===== src/rtl/fdfi_pkg.sv =====
// Package for the frame delivery fault injector: item structs, field widths,
// kind/fate/origin codes and parameter defaults. No dependencies.
package fdfi_pkg;

  localparam int HANDLE_W = 32;
  localparam int BYTES_W  = 10;
  localparam int DELAY_W  = 8;
  localparam int COUNT_W  = 32;

  // At most six results per item; aging may use four of them
  localparam int RESULT_CAP = 6;
  localparam int AGE_CAP    = 4;
  localparam int RES_W      = 3;

  localparam int HOLD_SLOTS_DEF      = 4;
  localparam int MAX_FRAME_BYTES_DEF = 640;

  localparam logic KIND_OFFER = 1'b0;
  localparam logic KIND_FLUSH = 1'b1;

  localparam logic [1:0] FATE_DELIVER   = 2'd0;
  localparam logic [1:0] FATE_DROP      = 2'd1;
  localparam logic [1:0] FATE_REORDER   = 2'd2;
  localparam logic [1:0] FATE_DUPLICATE = 2'd3;

  localparam logic [1:0] ORIGIN_AGED    = 2'd0;
  localparam logic [1:0] ORIGIN_CURRENT = 2'd1;
  localparam logic [1:0] ORIGIN_DUP     = 2'd2;
  localparam logic [1:0] ORIGIN_FLUSH   = 2'd3;

  typedef struct packed {
    logic                kind;
    logic [HANDLE_W-1:0] frame_handle;
    logic [BYTES_W-1:0]  frame_bytes;
    logic [1:0]          fate;
    logic [DELAY_W-1:0]  hold_delay;
  } in_item_t;

  typedef struct packed {
    logic                frame_present;
    logic [HANDLE_W-1:0] out_handle;
    logic [BYTES_W-1:0]  out_bytes;
    logic [1:0]          origin;
    logic                last;
    logic [COUNT_W-1:0]  delivered_count;
    logic [COUNT_W-1:0]  dropped_count;
    logic [COUNT_W-1:0]  reordered_count;
    logic [COUNT_W-1:0]  duplicated_count;
    logic [COUNT_W-1:0]  unheld_count;
    logic [COUNT_W-1:0]  flushed_count;
  } out_item_t;

  // One buffered frame awaiting emission
  typedef struct packed {
    logic [HANDLE_W-1:0] handle;
    logic [BYTES_W-1:0]  bytes;
    logic [1:0]          origin;
  } res_ent_t;

endpackage


===== src/rtl/frame_delivery_fault_injector.sv =====
// Frame delivery fault injector: hold-slot sequencer, result buffer, counters.
// Depends on fdfi_pkg.
//
// Usage
//   Input channel (in_valid/in_ready/in_data): one item is an offered frame
//   with its fate and hold delay, or a flush command. in_ready is high only
//   while the sequencer is idle; one item is worked on at a time.
//   Result channel (out_valid/out_ready/out_data): one to six result items per
//   input item, the final one marked by last. Every result carries the six
//   event counters as they stand after the whole input item.
// Sequence
//   After acceptance the sequencer walks the hold slots one per cycle
//   through a single decrement/compare unit. An offer then passes the fate
//   state (and the duplicate state for a duplicate); a flush skips them. One
//   result per cycle is handed out from a small buffer while the receiver
//   takes them, then the sequencer returns to idle.
// Reset and stall
//   Reset (rst_n low, synchronous) frees all slots and clears the counters.
//   The result sits in an output register; while the receiver stalls the
//   sequencer waits in its emit phase, and the next input item may be taken
//   once the last result has been loaded.
module frame_delivery_fault_injector
  import fdfi_pkg::*;
#(
  parameter int HOLD_SLOTS      = HOLD_SLOTS_DEF,
  parameter int MAX_FRAME_BYTES = MAX_FRAME_BYTES_DEF
) (
  input  logic      clk,
  input  logic      rst_n,
  input  logic      in_valid,
  output logic      in_ready,
  input  in_item_t  in_data,
  output logic      out_valid,
  input  logic      out_ready,
  output out_item_t out_data
);

  localparam int IDX_W = (HOLD_SLOTS > 1) ? $clog2(HOLD_SLOTS) : 1;
  localparam logic [IDX_W-1:0]   LAST_IDX = IDX_W'(HOLD_SLOTS - 1);
  localparam logic [BYTES_W-1:0] MAX_BYTES = BYTES_W'(MAX_FRAME_BYTES);

  typedef enum logic [2:0] {
    S_IDLE, S_WALK, S_FATE, S_DUP, S_EMIT
  } state_t;

  state_t             state_r, state_nxt;
  in_item_t           item_r, item_nxt;
  logic [IDX_W-1:0]   idx_r, idx_nxt;
  logic               found_r, found_nxt;
  logic [IDX_W-1:0]   free_r, free_nxt;
  logic [RES_W-1:0]   nres_r, nres_nxt;
  logic [RES_W-1:0]   emit_r, emit_nxt;
  logic [DELAY_W-1:0] rem_r [HOLD_SLOTS];
  logic [DELAY_W-1:0] rem_nxt [HOLD_SLOTS];
  logic [COUNT_W-1:0] dlv_r, dlv_nxt, drp_r, drp_nxt, reo_r, reo_nxt;
  logic [COUNT_W-1:0] dup_r, dup_nxt, unh_r, unh_nxt, flu_r, flu_nxt;
  logic               out_valid_r, out_valid_nxt;
  out_item_t          out_data_r, out_data_nxt;

  // Slot payload store and result buffer
  logic [HANDLE_W-1:0] hdl_r [HOLD_SLOTS];
  logic [BYTES_W-1:0]  byt_r [HOLD_SLOTS];
  res_ent_t            buf_r [RESULT_CAP];

  logic             push_en;
  res_ent_t         push_ent;
  logic             slot_wr_en;

  // Shared slot unit: look at the walked slot
  logic [DELAY_W-1:0] cur_rem;
  logic               rem_zero, rem_one;
  logic [DELAY_W-1:0] delay_eff;
  logic               emit_last;
  res_ent_t           emit_ent;

  assign cur_rem   = rem_r[idx_r];
  assign rem_zero  = (cur_rem == '0);
  assign rem_one   = (cur_rem == DELAY_W'(1));
  assign delay_eff = (item_r.hold_delay == '0) ? DELAY_W'(1) : item_r.hold_delay;
  assign emit_last = (nres_r == '0) || (emit_r == nres_r - RES_W'(1));
  assign emit_ent  = buf_r[emit_r];

  // Sequencer next state
  always_comb begin
    state_nxt     = state_r;
    item_nxt      = item_r;
    idx_nxt       = idx_r;
    found_nxt     = found_r;
    free_nxt      = free_r;
    nres_nxt      = nres_r;
    emit_nxt      = emit_r;
    rem_nxt       = rem_r;
    dlv_nxt       = dlv_r;
    drp_nxt       = drp_r;
    reo_nxt       = reo_r;
    dup_nxt       = dup_r;
    unh_nxt       = unh_r;
    flu_nxt       = flu_r;
    out_valid_nxt = out_valid_r && !out_ready;
    out_data_nxt  = out_data_r;
    push_en       = 1'b0;
    push_ent      = '{handle: item_r.frame_handle, bytes: item_r.frame_bytes,
                      origin: ORIGIN_CURRENT};
    slot_wr_en    = 1'b0;

    unique case (state_r)
      S_IDLE: begin
        if (in_valid) begin
          item_nxt  = in_data;
          idx_nxt   = '0;
          found_nxt = 1'b0;
          nres_nxt  = '0;
          emit_nxt  = '0;
          state_nxt = S_WALK;
        end
      end

      // One slot per cycle: flush release, or aging with release
      S_WALK: begin
        push_ent.handle = hdl_r[idx_r];
        push_ent.bytes  = byt_r[idx_r];
        if (item_r.kind == KIND_FLUSH) begin
          push_ent.origin = ORIGIN_FLUSH;
          if (!rem_zero && nres_r < RES_W'(RESULT_CAP)) begin
            push_en        = 1'b1;
            rem_nxt[idx_r] = '0;
            flu_nxt        = flu_r + COUNT_W'(1);
          end
        end else begin
          push_ent.origin = ORIGIN_AGED;
          if (rem_zero) begin
            if (!found_r) begin
              found_nxt = 1'b1;
              free_nxt  = idx_r;
            end
          end else if (rem_one) begin
            // releases beyond the cap stay due for the next offer
            if (nres_r < RES_W'(AGE_CAP)) begin
              push_en        = 1'b1;
              rem_nxt[idx_r] = '0;
              if (!found_r) begin
                found_nxt = 1'b1;
                free_nxt  = idx_r;
              end
            end
          end else begin
            rem_nxt[idx_r] = cur_rem - DELAY_W'(1);
          end
        end
        if (idx_r == LAST_IDX) begin
          state_nxt = (item_r.kind == KIND_FLUSH) ? S_EMIT : S_FATE;
        end else begin
          idx_nxt = idx_r + IDX_W'(1);
        end
      end

      S_FATE: begin
        if (item_r.fate == FATE_DROP) begin
          drp_nxt   = drp_r + COUNT_W'(1);
          state_nxt = S_EMIT;
        end else if (item_r.fate == FATE_REORDER && found_r &&
                     item_r.frame_bytes <= MAX_BYTES) begin
          slot_wr_en      = 1'b1;
          rem_nxt[free_r] = delay_eff;
          reo_nxt         = reo_r + COUNT_W'(1);
          state_nxt       = S_EMIT;
        end else begin
          if (item_r.fate == FATE_REORDER) begin
            unh_nxt = unh_r + COUNT_W'(1);
          end
          push_en   = 1'b1;
          dlv_nxt   = dlv_r + COUNT_W'(1);
          state_nxt = (item_r.fate == FATE_DUPLICATE) ? S_DUP : S_EMIT;
        end
      end

      S_DUP: begin
        push_ent.origin = ORIGIN_DUP;
        push_en         = 1'b1;
        dup_nxt         = dup_r + COUNT_W'(1);
        state_nxt       = S_EMIT;
      end

      // Counters are final here; hand out one result per free output slot
      S_EMIT: begin
        if (!out_valid_r || out_ready) begin
          out_valid_nxt                 = 1'b1;
          out_data_nxt.frame_present    = (nres_r != '0);
          out_data_nxt.out_handle       = (nres_r != '0) ? emit_ent.handle : '0;
          out_data_nxt.out_bytes        = (nres_r != '0) ? emit_ent.bytes : '0;
          out_data_nxt.origin           = (nres_r != '0) ? emit_ent.origin
                                                         : ORIGIN_AGED;
          out_data_nxt.last             = emit_last;
          out_data_nxt.delivered_count  = dlv_r;
          out_data_nxt.dropped_count    = drp_r;
          out_data_nxt.reordered_count  = reo_r;
          out_data_nxt.duplicated_count = dup_r;
          out_data_nxt.unheld_count     = unh_r;
          out_data_nxt.flushed_count    = flu_r;
          if (emit_last) begin
            state_nxt = S_IDLE;
          end else begin
            emit_nxt = emit_r + RES_W'(1);
          end
        end
      end

      default: state_nxt = S_IDLE;
    endcase

    if (push_en) begin
      nres_nxt = nres_r + RES_W'(1);
    end
  end

  // State, control and registered outputs
  always_ff @(posedge clk) begin
    if (!rst_n) begin
      state_r     <= S_IDLE;
      idx_r       <= '0;
      found_r     <= 1'b0;
      free_r      <= '0;
      nres_r      <= '0;
      emit_r      <= '0;
      dlv_r       <= '0;
      drp_r       <= '0;
      reo_r       <= '0;
      dup_r       <= '0;
      unh_r       <= '0;
      flu_r       <= '0;
      out_valid_r <= 1'b0;
      for (int i = 0; i < HOLD_SLOTS; i++) begin
        rem_r[i] <= '0;
      end
    end else begin
      state_r     <= state_nxt;
      idx_r       <= idx_nxt;
      found_r     <= found_nxt;
      free_r      <= free_nxt;
      nres_r      <= nres_nxt;
      emit_r      <= emit_nxt;
      dlv_r       <= dlv_nxt;
      drp_r       <= drp_nxt;
      reo_r       <= reo_nxt;
      dup_r       <= dup_nxt;
      unh_r       <= unh_nxt;
      flu_r       <= flu_nxt;
      out_valid_r <= out_valid_nxt;
      rem_r       <= rem_nxt;
    end
    item_r     <= item_nxt;
    out_data_r <= out_data_nxt;
  end

  // Slot payload and result buffer writes
  always_ff @(posedge clk) begin
    if (slot_wr_en) begin
      hdl_r[free_r] <= item_r.frame_handle;
      byt_r[free_r] <= item_r.frame_bytes;
    end
    if (push_en) begin
      buf_r[nres_r] <= push_ent;
    end
  end

  assign in_ready  = (state_r == S_IDLE);
  assign out_valid = out_valid_r;
  assign out_data  = out_data_r;

  // An accepted item keeps the input closed for the walk
  a_busy_after_accept: assert property (@(posedge clk) disable iff (!rst_n)
    (in_valid && in_ready) |=> !in_ready)
    else $error("input taken again straight after an accept");

  // The result buffer never overfills
  a_res_cap: assert property (@(posedge clk) disable iff (!rst_n)
    nres_r <= RES_W'(RESULT_CAP))
    else $error("result buffer overflow");

  // An empty result is always the only, hence last, one
  a_empty_is_last: assert property (@(posedge clk) disable iff (!rst_n)
    (out_valid && !out_data.frame_present) |-> out_data.last)
    else $error("empty result not marked last");

endmodule


===== config.mk =====
export PLATFORM = sky130hd
export DESIGN_NAME = frame_delivery_fault_injector
export DESIGN_NICKNAME = d
export VERILOG_FILES = /design/src/rtl/fdfi_pkg.sv /design/src/rtl/frame_delivery_fault_injector.sv
export SDC_FILE = /design/constraint.sdc
export NUM_CORES = 1
export LEC_CHECK = 0
export BUFFER_PORTS_ARGS = -buffer_cell sky130_fd_sc_hd__buf_2
export CORE_AREA = 4 4 252 254
export CTS_BUF_LIST = sky130_fd_sc_hd__clkbuf_2
export DETAILED_ROUTE_END_ITERATION = 16
export DIE_AREA = 0 0 256 258
export PLACE_DENSITY = 0.79
export SYNTH_ARGS = -nofsm -noshare
export SYNTH_HDL_FRONTEND = slang
export SYNTH_SLANG_ARGS = --single-unit

===== constraint.sdc =====
create_clock -name clk -period 31.5 [get_ports clk]
set_input_delay 1.575 -clock clk [delete_from_list [all_inputs] [get_ports clk]]
set_output_delay 1.575 -clock clk [all_outputs]
set_load 0.02 [all_outputs]

== Word-level counts from Yosys, hierarchy flattened ==
Memory sizes are Yosys's and may differ from the RTL's. A register that Yosys moved wholly into a read port is not among the register bits.
Cells that the tools add are included.

* Output and inout port bits: 240
* Register bits after elaboration: 486
* Memory bits (writable): 432
* Bits of input ports: 57
* Memories: 3
* Word-level logic and storage cells: 190

{| class="wikitable"
|+ Memory list
! name !! depth !! width !! read ports !! clocked after memory_dff !! write ports !! RTL line !! RTL
|-
| buf_r || 6 || 44 || 1 || 1 || 1 || frame_delivery_fault_injector.sv:63 || <nowiki>res_ent_t buf_r [RESULT_CAP];</nowiki>
|-
| hdl_r || 4 || 32 || 1 || 1 || 1 || frame_delivery_fault_injector.sv:61 || <nowiki>logic [HANDLE_W-1:0] hdl_r [HOLD_SLOTS];</nowiki>
|-
| byt_r || 4 || 10 || 1 || 1 || 1 || frame_delivery_fault_injector.sv:62 || <nowiki>logic [BYTES_W-1:0] byt_r [HOLD_SLOTS];</nowiki>
|}

* Add/subtract/negate cells: 11
* Order comparisons: 7
* Eq/ne operators: 24
* Bitwise gates (word level): 7
* Reductions and logical operators: 38
* Muxes and demuxes: 70

{| class="wikitable"
|+ Operators with widths
! kind !! number
|-
| 2-to-1 mux 32 bit || 7
|-
| adder 32 x 1 -> 32 bit, second input constant || 6
|-
| bitwise mux 32 bit || 2
|-
| case mux 32 bit (2 select lines) || 1
|-
| 2-to-1 mux 42 bit || 1
|-
| 2-to-1 mux 8 bit || 5
|-
| 2-to-1 mux 3 bit || 13
|-
| bitwise AND 32 bit || 1
|-
| demux 8 bit (select 2 bit) || 2
|-
| NOT 32 bit || 1
|-
| 2-to-1 mux 2 bit || 11
|-
| 2-to-1 mux 1 bit || 21
|-
| inequality test 2 bit, second input constant || 9
|-
| binary-select mux 8 bit (select 2 bit) || 1
|-
| zero test 8 bit || 2
|-
| AND reduction 4 bit || 4
|-
| case mux 3 bit (5 select lines) || 1
|-
| nonzero test 2 bit || 7
|-
| inequality test 3 bit, second input constant || 4
|-
| AND reduction 3 bit || 4
|-
| less-or-equal comparator 10 bit, second input constant || 1
|-
| equality test 8 x 1 -> 1 bit, second input constant || 1
|-
| case mux 2 bit (2 select lines) || 2
|-
| AND reduction 2 bit || 4
|-
| 26 further kinds || 46
|}

== Longest topological paths before layout ==
Gate-level depths: netlist (run 1).

* Word-level depth: 12
* Gate-level depth with buffers: 11
* Depth with buffers taken out: 9

== Worst setup path after synthesis (run 1) ==
No wires, ideal clock.

* Path kind: input port to flip-flop
* Start point: input port out_ready
* End point: register out_data_r, in the netlist out_data[0], enable pin
* Stages: 2
* Required time: 30,659 ps
* Buffers on the path: 0
* Setup slack: 19,201 ps
* Arrival time: 11,459 ps
* Library setup time: 841 ps
* Cells stage by stage: nor2b_1 > nor2_1

* Longest elaborated chain between the ends: 2

{| class="wikitable"
|+ Ends and longest elaborated chain
! element !! RTL line !! RTL
|-
| from (decl) || frame_delivery_fault_injector.sv:34 || <nowiki>input logic out_ready,</nowiki>
|-
| logical OR 1 bit || frame_delivery_fault_injector.sv:186 || <nowiki>if (!out_valid_r || out_ready) begin</nowiki>
|-
| AND reduction 2 bit (no source line) || n/a ||
|-
| to (signal assigned) || frame_delivery_fault_injector.sv:252 || <nowiki>out_data_r <= out_data_nxt;</nowiki>
|-
| to (decl) || frame_delivery_fault_injector.sv:58 || <nowiki>out_item_t out_data_r, out_data_nxt;</nowiki>
|}

Every way passes these cells.
A chain may end at the register's enable or synchronous reset.

== Final worst setup path (run 1) ==
* Start point: register idx_r[0]
* End point: register rem_r[14] (netlist bit)

* Longest elaborated chain between the ends: 12
* Elaborated cells on any way between the ends: 27
* Classes of those cells: add/sub (1); order compare (2); eq/ne (4); mux (12); bitwise (3); reduce/logical (5)

{| class="wikitable"
|+ Ends and longest elaborated chain
! element !! RTL line !! RTL
|-
| from (decl) || frame_delivery_fault_injector.sv:48 || <nowiki>logic [IDX_W-1:0] idx_r, idx_nxt;</nowiki>
|-
| from (signal assigned) || frame_delivery_fault_injector.sv:237 || <nowiki>idx_r <= idx_nxt;</nowiki>
|-
| NOT 2 -> 3 bit (not written as such) * || n/a ||
|-
| branches (longest 11 deep; another with subtractor 8 x 1 -> 8 bit) || n/a ||
|-
| to (signal assigned) || frame_delivery_fault_injector.sv:249 || <nowiki>rem_r <= rem_nxt;</nowiki>
|-
| to (decl) || frame_delivery_fault_injector.sv:53 || <nowiki>logic [DELAY_W-1:0] rem_r [HOLD_SLOTS];</nowiki>
|}

Mark *: on every way between the ends. The select of a mux whose other input is x is not followed.

==> results.md, run 1 <==
* Synthesized cell area at 37,640 sq um
* CTS Buf Count at 219
* Slew headroom at 0.1679
* Final Setup Violations at 0
* Async set-reset flop share out of synthesis at 0
* Number of flops mapped to enable cells by yosys at 723
* Synth-to-layout area growth at 11.44%
* Pin count of the biggest net entering global routing at 116
* RSZ-0062 raised after global routing: no
* # IOs at 297
* Yosys top cell by area: edfxtp_1
* Worst R2R Path Depth at 8
* Share of layout cells above drive strength 1 at 0.2741
* Postcts setup bufs at 0
* Avg Inst Size Synth at 14.99 sq um
* 1st-iter DRT viols at 2,151
* Syn nets at 2,584
* Root Driver: clkbuf_2
* Fmax at 0.2191 GHz
* Crit path time final at 4.565 ns
* Total core area at 61,260 sq um
* Switch Pwr at 1.045 mW
* Vias in the first global route at 23,490
* Switching portion of total power at 0.3305
* First-pass GRT wire length at 130,700 um
* Status: completed
* Final slew viol count at 0
* Design Area, Final at 41,940 sq um
* Yosys warning total at 0
* Most used DFF post-synth: edfxtp_1
* Global placement routability congestion at 0.9030
* Post-CTS sizing at 0
* Gate Count Post-Synth at 2,510
* Yosys reg bits at 964
* Peak supply drop at 0.04921 mV
* DRC viols at 0
* Setup TNS at 0 ns
* Reg2reg setup slack at 26.93 ns
* Starting density of the core at 0.6144
* Lkg Pwr at 14.33 nW
* Least-Margin Pin Slew at 1.239 ns
* Total Routing Usage GR at 0.2531
* Power share of the clock group at 0.241
* IO Port Bufs at 296
* Die area at 66,050 sq um
* GRT overflow at 0
* Max Clock Skew at 0.1230 ns
* Clk buf depth at 3
* Worst EP arrival at 5.79 ns
* Die X at 256 um
* TritonCTS clock tree: built
* Hold path cells at 1
* Worst Setup End Kind: register
* Vias at 23,370
* Critical path class: register to register
* Std-Cell Rows at 91
* Pint at 2.118 mW
* Startpoint Class: register
* Die span in y at 258 um
* Crit path max fanout at 20
* Antenna viol nets, final at 0
* Hpwl dp at 52,970 um
* Worst hold-check path type: primary input to register
* DRT Wirelength at 83,960 um
* Initial antenna violation count at 3
* Vias per cell at 5.962
* Drt first pass iters at 6
* Avg WL per Cell at 21.42 um
* Max_cap viols at 0
* Synth cell types at 78
* PwrDens at 75.41 nW/um^2
* Clk Latency, worst-skew pair at 1.41 ns
* Logic pwr share at 0.218
* Flop pwr share at 0.541
* Synth top area share at 0.5769
* Post-route clock period utilization at 0.1449
* Quantity of hold-fixing buffers added after cts at 0
* CP required at 32.72 ns
* Clock Sinks at 964
* Post-place instance area at 39,920 sq um
* Most frequent cell after synthesis: edfxtp_1
* Net count, final at 3,014
* Clock transition at path regs at 0.11 ns
* Maximum level of the CTS H-tree at 4
* Fin. Hold Viols at 0
* Synth top cells by count: 723 x edfxtp_1, 241 x dfxtp_1, 240 x nor2_1
* Register area share after synthesis at 0.7051
* Synth area leaders: edfxtp_1 58%, dfxtp_1 13%, mux4_2 5.6%, nor2_1 2.4%, xnor2_1 1.7%
==> flip-flops by register name (all words and copies together), names as in the netlist, named ones only <==
signal and cells:
buf_r 264, out_data 238, hdl_r 128, item_r 53, byt_r 40, dlv_r 32, drp_r 32, dup_r 32
flu_r 32, rem_r 32, reo_r 32, unh_r 32, emit_r 3, nres_r 3, state_r 3, free_r 2
idx_r 2, found_r 1, out_valid 1
==> routing by layer <==
| layer | wire [um] | global-route usage | up-vias |
|---|---|---|---|
| met1 | 33300 | 0.3336 | 11510 |
| met5 | 0 | 0 | - |
| met2 | 41530 | 0.4192 | 1073 |
| met3 | 7085 | 0.05904 | 148 |
| li1 | - | - | 10640 |
| met4 | 2052 | 0.09066 | 0 |
==> path summary, 6_finish.rpt <==
| path | startpoint | end |
|---|---|---|
| worst min-delay path | in_data[47] | item_r[47] |
| worst min register to register | flu_r[31] | out_data[31] |
| worst max-delay path | idx_r[0] | rem_r[14] |
| worst max register to register | idx_r[0] | rem_r[14] |
==> placed cells by master, fill, tap and decap left out, types with 19 or more instances in the layout <==
cell type  synthesis  layout
a211oi_1          58      58
a21oi_1           73      73
a311oi_1          19      19
and3_1            38      38
and4_1            23      23
buf_2             17     296
buf_4              1      26
clkbuf_2           0     325
clkinv_1           4      63
dfxtp_1          241     236
edfxtp_1         723     723
inv_1             38      37
mux2_2            43      43
mux2i_1           56      56
mux4_2            94      94
nand2_1          131     131
nand2b_1          22      22
nand3_1           80      80
nand4_1           60      60
nor2_1           240     235
nor3_1            42      38
nor4_1            35      33
o21ai_0           45      45
or3_1             21      21
xnor2_1           71      71
xor2_1            71      71
==> final cells by class <==
cell class	instances	area [sq um]
Timing Repair Buffer	322	1677
Antenna cell	3	7.507
Clock buffer	325	1627
Fill cell	4234	19310
Inverter	42	162.7
Multi-Input combinational cell	1391	10540
Tap cell	790	988.4
Clock inverter	83	392.9
Sequential cell	964	26550
==> critical path, stage by stage, from the launching register on <==
cell	delay, ns
dfxtp_1	0.89
mux4_2	0.67
inv_1	0.14
ha_1	0.30
nor3b_2	0.51
a21o_1	0.68
o21ai_1	0.32
a21oi_1	0.75
a311oi_1	0.20
==> cells by family after synthesis <==
family                     synth area share
adders and majority gates          0.005651
buffers and inverters               0.01712
DFF                                  0.7051
AOI/OAI and AO/OA                   0.05226
and+or+nand+nor                      0.1023
muxes                               0.08401
xor gates and xnor gates            0.03364
==> power by group through the flow <==
stage | clock, mW | combinational [mW] | sequential [mW]
floorplan | 0 | 0.379 | 1.81
global placement | 0 | 0.670 | 1.74
detailed placement | 0 | 0.685 | 1.74
CTS | 0.783 | 0.688 | 1.71
global route | 0.857 | 0.736 | 1.73
finish | 0.761 | 0.690 | 1.71
==> per-stage QoR <==
step	utilization	power (mW)	hold slack, ns	instances	setup WS [ns]
finish	0.6847	3.163	0.3287	3920	26.93
global route	0.6847	3.320	0.1422	3920	26.76
CTS	0.6846	3.183	0.1315	3917	26.99
detailed placement	0.6516	2.426	0.4424	3509	26.77
global placement	0.6516	2.406	0.4318	3509	26.93
floorplan	-	2.194	0.4172	2510	19.20
(Power assumes the default switching activity.)
==> inputs of run 2 (changes only) <==
--- a/config.mk
+++ b/config.mk
@@ -6,11 +6,11 @@
 export NUM_CORES = 1
 export LEC_CHECK = 0
 export BUFFER_PORTS_ARGS = -buffer_cell sky130_fd_sc_hd__buf_2
-export CORE_AREA = 4 4 252 254
+export CORE_AREA = 4 4 265 267
 export CTS_BUF_LIST = sky130_fd_sc_hd__clkbuf_2
 export DETAILED_ROUTE_END_ITERATION = 16
-export DIE_AREA = 0 0 256 258
-export PLACE_DENSITY = 0.79
+export DIE_AREA = 0 0 269 271
+export PLACE_DENSITY = 0.76
 export SYNTH_ARGS = -nofsm -noshare
 export SYNTH_HDL_FRONTEND = slang
 export SYNTH_SLANG_ARGS = --single-unit
==> constraint.sdc (replaced) <==
create_clock -name clk -period 3.9 [get_ports clk]
set_input_delay 0.195 -clock clk [delete_from_list [all_inputs] [get_ports clk]]
set_output_delay 0.195 -clock clk [all_outputs]
set_load 0.02 [all_outputs]
==> results.md, run 2 (same netlist as run 1, synthesis figures left out) <==
* Setup TNS at 0 ns (unchanged)
* Global placement routability congestion at 0.9360 (+3.7%)
* Most frequent CP cell: buf_4
* Net count, final at 3,213 (+6.6%)
* Root Driver: clkbuf_2
* Total Routing Usage GR at 0.2506 (-0.002516)
* Final slew viol count at 0 (unchanged)
* Register area at 26,550 sq um (about the same)
* Total core area at 68,110 sq um (+11%)
* Max Clock Skew at 0.1656 ns (+0.04261 ns)
* Fillers at 4,846 (+14%)
* Biggest register: buf_r
* Worst Setup End Kind: register
* Worst path max stage delay at 0.63 ns (-0.26 ns)
* Reg2reg setup slack at 0.30 ns (-26.63 ns)
* Setup WS pre-CTS at 0.4580 ns (-26.31 ns)
* Die area at 72,900 sq um (+10%)
* Met2 WL at 46,630 um (+12%)
* 1st-iter DRT viols at 2,205 (+2.5%)
* Worst setup margin at 0.3025 ns (-26.63 ns)
* Share of layout cells above drive strength 1 at 0.2735 (-0.0005193)
* Slew headroom at 0.1836 (+0.01568)
* Highest metal used: met4
* Vias at 24,320 (+4.1%)
* # IOs at 297 (unchanged)
* Placed Cells at 3,631 (+3.5%)
* Multi-input logic area at 10,610 sq um (+0.70%)
* TritonCTS clock tree: built
* Least-Margin Pin Slew at 1.225 ns (-0.01399 ns)
* Peak supply drop at 0.3684 mV (+650%)
* Avg WL per Cell at 21.79 um (+1.7%)
* Post-route clock period utilization at 0.9224 (+0.7775)
* Final Setup Violations at 0 (unchanged)
* Critical path class: register to register
* Post-route insts no fill at 4,218 (+7.6%)
* Drt first pass iters at 5 (-1)
* Post-Route M1 WL at 36,460 um (+9.5%)
* CP required at 5.17 ns (-27.55 ns)
* Vias in the first global route at 24,260 (+3.3%)
* RSZ-0062 raised after global routing: no
* DRT Wirelength at 91,900 um (+9.5%)
* Startpoint Class: register
* Die span in y at 271 um (+5.0%)
* Initial antenna violation count at 2 (-1)
* Largest register FFs at 264 (unchanged)
* Hpwl dp at 57,260 um (+8.1%)
* CTS Buf Count at 223 (+1.8%)
* Fmax at 0.2780 GHz (+27%)
* Crit path max fanout at 24 (+20%)
* First-pass GRT wire length at 140,700 um (+7.7%)
* Most common cell after layout, fill and taps aside: edfxtp_1
* Final hold slack at 0.2385 ns (-0.09015 ns)
* Fin. Hold Viols at 0 (unchanged)
* PwrDens at 599.8 nW/um^2 (+700%)
* Slowest-stage cell, CP: mux4_2
* Max_cap viols at 0 (unchanged)
* Die X at 269 um (+5.1%)
* Clock Sinks at 964 (unchanged)
* Synth-to-layout area growth at 17.70%
* Crit path time final at 3.598 ns (-0.9677 ns)
* Worst hold-check path type: primary input to register
* Clk buf depth at 3 (unchanged)
* Pin count of the biggest net entering global routing at 144 (+24%)
* Clock transition at path regs at 0.12 ns (about the same)
* Met3 wire len at 6242 um (-12%)
* DRC viols at 0 (unchanged)
* Vias per cell at 5.766 (-3.3%)
* Status: completed
* Most frequent cells in the layout: 723 x edfxtp_1, 340 x clkbuf_2, 296 x buf_2
* Starting density of the core at 0.5526 (-0.06179)
* Antenna viol nets, final at 0 (unchanged)
* Postcts setup bufs at 0 (unchanged)
* Lkg Pwr at 15.32 nW (+6.9%)
* Worst EP arrival at 4.86 ns (-0.93 ns)
* Std-Cell Rows at 96 (+5.5%)
* Clk Latency, worst-skew pair at 1.47 ns (+0.06 ns)
* IO Port Bufs at 296 (unchanged)
* Crit-path cells: mux4_2, nor4_4, buf_4, a31oi_2, a2111oi_4, buf_4, or2_2, a21oi_1, dlygate4sd3_1
* Total power at 26.57 mW (+740%)
* GRT overflow at 0 (unchanged)
* Maximum level of the CTS H-tree at 4 (unchanged)
## run 2: cell count changes in the layout (fill, tap and decap cells not counted), moves of 3 or more
cell | before | now
nor3_4 | 0 | 4
nor3_2 | 5 | 1
dlygate4sd3_1 | 0 | 165
buf_12 | 0 | 8
clkbuf_2 | 325 | 340
bufinv_16 | 1 | 4
clkinv_2 | 12 | 8
clkinv_1 | 63 | 57
buf_4 | 26 | 48
## run 2: power by group
| group | internal [mW] | switching [mW] | leakage [nW] |
|---|---|---|---|
| Clock | 2.68 | 4.02 | 1.65 |
| Sequential | 12.9 | 0.942 | 8.58 |
| Combinational | 2.07 | 3.93 | 5.08 |
| Total | 17.7 | 8.90 | 15.3 |
## run 2: layout make-up
cell class / count / area share
Tap cell: 882 / 0.02491
Clock inverter: 80 / 0.01147
Timing Repair Buffer: 517 / 0.08247
Inverter: 42 / 0.003672
Multi-Input combinational cell: 1391 / 0.2396
Sequential cell: 964 / 0.5994
Clock buffer: 340 / 0.03841
Antenna cell: 2 / 0.0001130
## run 2: stage by stage
step	instance area, sq um	util
2_1_floorplan	37770	-
3_3_place_gp	40430	0.5937
3_5_place_dp	40430	0.5937
4_1_cts	44290	0.6504
5_1_grt	44300	0.6504
6_report	44300	0.6504
## run 2: metal layers
metal,up-vias,track usage
met5,-,0
met4,0,0.09245
met3,152,0.04956
met2,1028,0.4197
met1,12110,0.3271
li1,11030,-
## run 2: worst paths after layout
path                    from            to  cells after the start
setup / recovery    idx_r[0]     nres_r[0]                      9
hold / removal    in_data[9]     item_r[9]                      3
setup reg to reg    idx_r[0]     nres_r[0]                      9
hold reg to reg    unh_r[23]  out_data[55]                      0
## run 2: timing repair
action | CTS | global route
endpoints found under the hold margin | 514 | 0
endpoints found under the setup margin | 0 | 0
resized for setup | 0 | 0
hold buffers | 165 | 0
## run 2: worst max-delay path, delay by kind of cell (launching register included)
kind	cells	cell delay (ns)
AND/OR/NAND/NOR	2	0.47
buffers and inverters	3	1.19
multiplexers	1	0.63
AO/OA/AOI/OAI	3	0.58
flip-flops	1	0.59
==> inputs of run 3 (changes only) <==
--- a/config.mk
+++ b/config.mk
@@ -5,12 +5,13 @@
 export SDC_FILE = /design/constraint.sdc
 export NUM_CORES = 1
 export LEC_CHECK = 0
+export ABC_AREA = 1
 export BUFFER_PORTS_ARGS = -buffer_cell sky130_fd_sc_hd__buf_2
-export CORE_AREA = 4 4 265 267
+export CORE_AREA = 2 2 271 273
 export CTS_BUF_LIST = sky130_fd_sc_hd__clkbuf_2
 export DETAILED_ROUTE_END_ITERATION = 16
-export DIE_AREA = 0 0 269 271
-export PLACE_DENSITY = 0.76
+export DIE_AREA = 0 0 273 275
+export PLACE_DENSITY = 0.75
 export SYNTH_ARGS = -nofsm -noshare
 export SYNTH_HDL_FRONTEND = slang
 export SYNTH_SLANG_ARGS = --single-unit
==> results.md, run 3 <==
* Yosys reg bits at 964 (unchanged)
* Worst hold-check path type: primary input to register
* Final slew viol count at 0 (unchanged)
* Crit path from: idx_r[0]
* Register area share after synthesis at 0.6645 (-0.04056)
* Async set-reset flop share out of synthesis at 0 (unchanged)
* Clk Latency, worst-skew pair at 1.46 ns (about the same)
* Share of layout cells above drive strength 1 at 0.1699 (-0.1036)
* TritonCTS clock tree: built
* Net count, final at 4,533 (+41%)
* CP required at 4.96 ns (-0.21 ns)
* Starting density of the core at 0.5520 (-0.0005890)
* Least-Margin Pin Slew at 1.341 ns (+0.1167 ns)
* Pin count of the biggest net entering global routing at 94 (-35%)
* Fmax at 0.3164 GHz (+14%)
* Total Routing Usage GR at 0.2621 (+0.01149)
* Most frequent cell after synthesis: edfxtp_1
* Root Driver: clkbuf_2
* Lkg Pwr at 17.03 nW (+11%)
* Worst R2R Path Depth at 13 (+4)
* Reg2reg setup slack at 0.74 ns (+0.44 ns)
* Clock Sinks at 964 (unchanged)
* Crit path time final at 3.160 ns (-0.4372 ns)
* Clock transition at path regs at 0.10 ns (-0.02 ns)
* Synthesized cell area at 39,930 sq um (+6.1%)
* CTS Buf Count at 229 (+2.7%)
* Final Setup Violations at 0 (unchanged)
* Largest register FFs at 264 (unchanged)
* Status: completed
* Yosys top cell by area: edfxtp_1
* Setup WS pre-CTS at 0.8672 ns (+0.4092 ns)
* Synth area leaders: edfxtp_1 54%, dfxtp_1 12%, nand2_1 6.8%, nor2_1 6.4%, o21ai_0 3.1%
* Global placement routability congestion at 0.9265 (-1.0%)
* Most common cell after layout, fill and taps aside: edfxtp_1
* Number of flops mapped to enable cells by yosys at 723 (unchanged)
* Total core area at 72,340 sq um (+6.2%)
* Max_cap viols at 0 (unchanged)
* Vias in the first global route at 28,850 (+19%)
* Biggest register: buf_r
* Most frequent CP cell: nand2_1
* Avg Inst Size Synth at 10.32 sq um (-31%)
* Pint at 17.12 mW (-3.1%)
* PwrDens at 578.1 nW/um^2 (-3.6%)
* Peak supply drop at 0.3588 mV (-2.6%)
* Switch Pwr at 9.672 mW (+8.7%)
* Worst EP arrival at 4.22 ns (-0.64 ns)
* RSZ-0062 raised after global routing: no
* Startpoint Class: register
* Final hold slack at 0.1721 ns (-0.06647 ns)
* Maximum level of the CTS H-tree at 4 (unchanged)
* Vias per cell at 5.437 (-5.7%)
* Flop pwr share at 0.496 (-0.026)
* Die X at 273 um (+1.5%)
* Syn nets at 3,942 (+53%)
* Crit-path cells: buf_4, nand2_1, nand3_1, nand2_1, inv_1, ha_1, inv_1, nor2_2, nand4_1, nand2_1, o21ai_1, nor2_4, buf_12
* Post-route clock period utilization at 0.8104 (-0.1121)
* Avg WL per Cell at 17.83 um (-18%)
* Synth top area share at 0.5437 (-0.03318)
* Hpwl dp at 61,500 um (+7.4%)
* 1st-iter DRT viols at 2,915 (+32%)
* First-pass GRT wire length at 153,800 um (+9.3%)
* Vias at 30,470 (+25%)
* IO Port Bufs at 296 (unchanged)
* Synth top cells by count: 723 x edfxtp_1, 721 x nand2_1, 685 x nor2_1
* RR Endpoint: buf_r[4][26]
* Critical path class: register to register
* Drt first pass iters at 6 (+1)
* Fin. Hold Viols at 0 (unchanged)
* Synth cell types at 48 (-38%)
* Max Clock Skew at 0.1327 ns (-0.03296 ns)
* Die area at 75,080 sq um (+3.0%)
* Clk buf depth at 3 (unchanged)
* Power share of the clock group at 0.244 (-0.008)
* Slowest-stage cell, CP: dfxtp_1
* Slew headroom at 0.09637 (-0.08723)
* GRT overflow at 0 (unchanged)
* RR Startpoint: idx_r[0]
* Std-Cell Rows at 99 (+3.1%)
* Crit path max fanout at 44 (+83%)
* Yosys warning total at 0 (unchanged)
* Most frequent cells in the layout: 723 x edfxtp_1, 721 x nand2_1, 675 x nor2_1
* Worst Setup End Kind: register
* Fillers at 5,680 (+17%)
* Switching portion of total power at 0.3610 (+0.02612)
* Synth-to-layout area growth at 16.06%
* Die span in y at 275 um (+1.5%)
* DRT Wirelength at 99,910 um (+8.7%)
* Gate Count Post-Synth at 3,868 (+54%)
* Worst setup margin at 0.7396 ns (+0.4372 ns)
* Most used DFF post-synth: edfxtp_1
* DRC viols at 0 (unchanged)
* Antenna viol nets, final at 0 (unchanged)
* Initial antenna violation count at 4 (+2)
* # IOs at 297 (unchanged)
* Worst path max stage delay at 0.49 ns (-0.14 ns)
* Logic pwr share at 0.260 (+0.034)
* Critical path capture point: buf_r[4][26]
-- run 3: cell count changes in the layout (fill, tap and decap cells not counted), moves of 47 or more --
cell | before | now
nor3_1 | 38 | 125
nand3_1 | 80 | 127
a211oi_1 | 58 | 5
o21ai_0 | 45 | 248
mux2i_1 | 56 | 0
mux4_2 | 94 | 0
inv_1 | 36 | 251
a21oi_1 | 73 | 208
nor2_1 | 234 | 675
nand2_1 | 130 | 721
-- run 3: timing repair --
item	4_1_cts	5_1_grt
hold endpoints to repair	577	0
hold buffers	166	0
buffers inserted	0	0
setup endpoints to repair	0	0
resized for setup	0	0
-- run 3: area by class of cell --
cell class                      count  area (sq um)  area share
Sequential cell                   964         26540      0.5727
Antenna cell                        2         5.005   0.0001080
Inverter                          270          1026     0.02214
Multi-Input combinational cell   2487         11840      0.2555
Clock inverter                     70         374.1    0.008072
Clock buffer                      345          1727     0.03726
Timing Repair Buffer              507          3631     0.07834
Tap cell                          959          1200     0.02589
-- run 3: how the worst min path moves through the flow --
stage	startpoint	end	slack, ns	cells after the start
3_5_place_dp	in_data[4]	item_r[4]	0.37	1
5_1_grt	in_data[46]	item_r[46]	0.03	3
2_1_floorplan	in_data[0]	item_r[0]	0.29	0
6_report	in_data[46]	item_r[46]	0.17	3
3_3_place_gp	in_data[22]	item_r[22]	0.37	1
4_1_cts	in_data[46]	item_r[46]	0.003	3
-- run 3: layer usage --
layer	part of all wire	up-vias	wire length, um	track usage
met2	0.47	1316	47080	0.4152
li1	-	14610	-	-
met4	0.031	0	3094	0.1087
met3	0.081	202	8135	0.05499
met5	0	-	0	0
met1	0.42	14350	41600	0.3546
-- run 3: kinds of logic after synthesis --
group,count (synthesis),synth area share
AO/OA/AOI/OAI,572,0.07889
AND/OR/NAND/NOR,1807,0.1897
buffers and inverters,417,0.04167
adder cells (fa/ha/maj),17,0.005326
XOR/XNOR,91,0.01996
flip-flops,964,0.6645
-- run 3: power groups by stage --
stage	Combinational (mW)	Sequential (mW)	Clock (mW)
2_1_floorplan	4.12	13.9	0
3_3_place_gp	6.56	13.5	0
3_5_place_dp	6.70	13.5	0
4_1_cts	6.84	13.3	6.65
5_1_grt	7.62	13.4	7.23
6_report	6.96	13.3	6.54
-- run 3: critical path: cells and delay by family (launching register included) --
kind / cells / cell delay, ns
simple gates: 7 / 1.12
buf+inv: 4 / 0.72
flops: 1 / 0.49
compound gates: 1 / 0.26
fa+ha+maj: 1 / 0.15
-- run 3: per-stage QoR --
step | util | instance area [sq um] | instances | power, mW | TNS (ns)
2_1_floorplan | - | 39970 | 3868 | 18.03 | -436.79
4_1_cts | 0.6406 | 46340 | 5602 | 26.77 | 0
5_1_grt | 0.6407 | 46350 | 5604 | 28.24 | 0
3_5_place_dp | 0.5885 | 42570 | 5021 | 20.20 | 0
6_report | 0.6407 | 46350 | 5604 | 26.79 | 0
3_3_place_gp | 0.5885 | 42570 | 5021 | 20.05 | 0
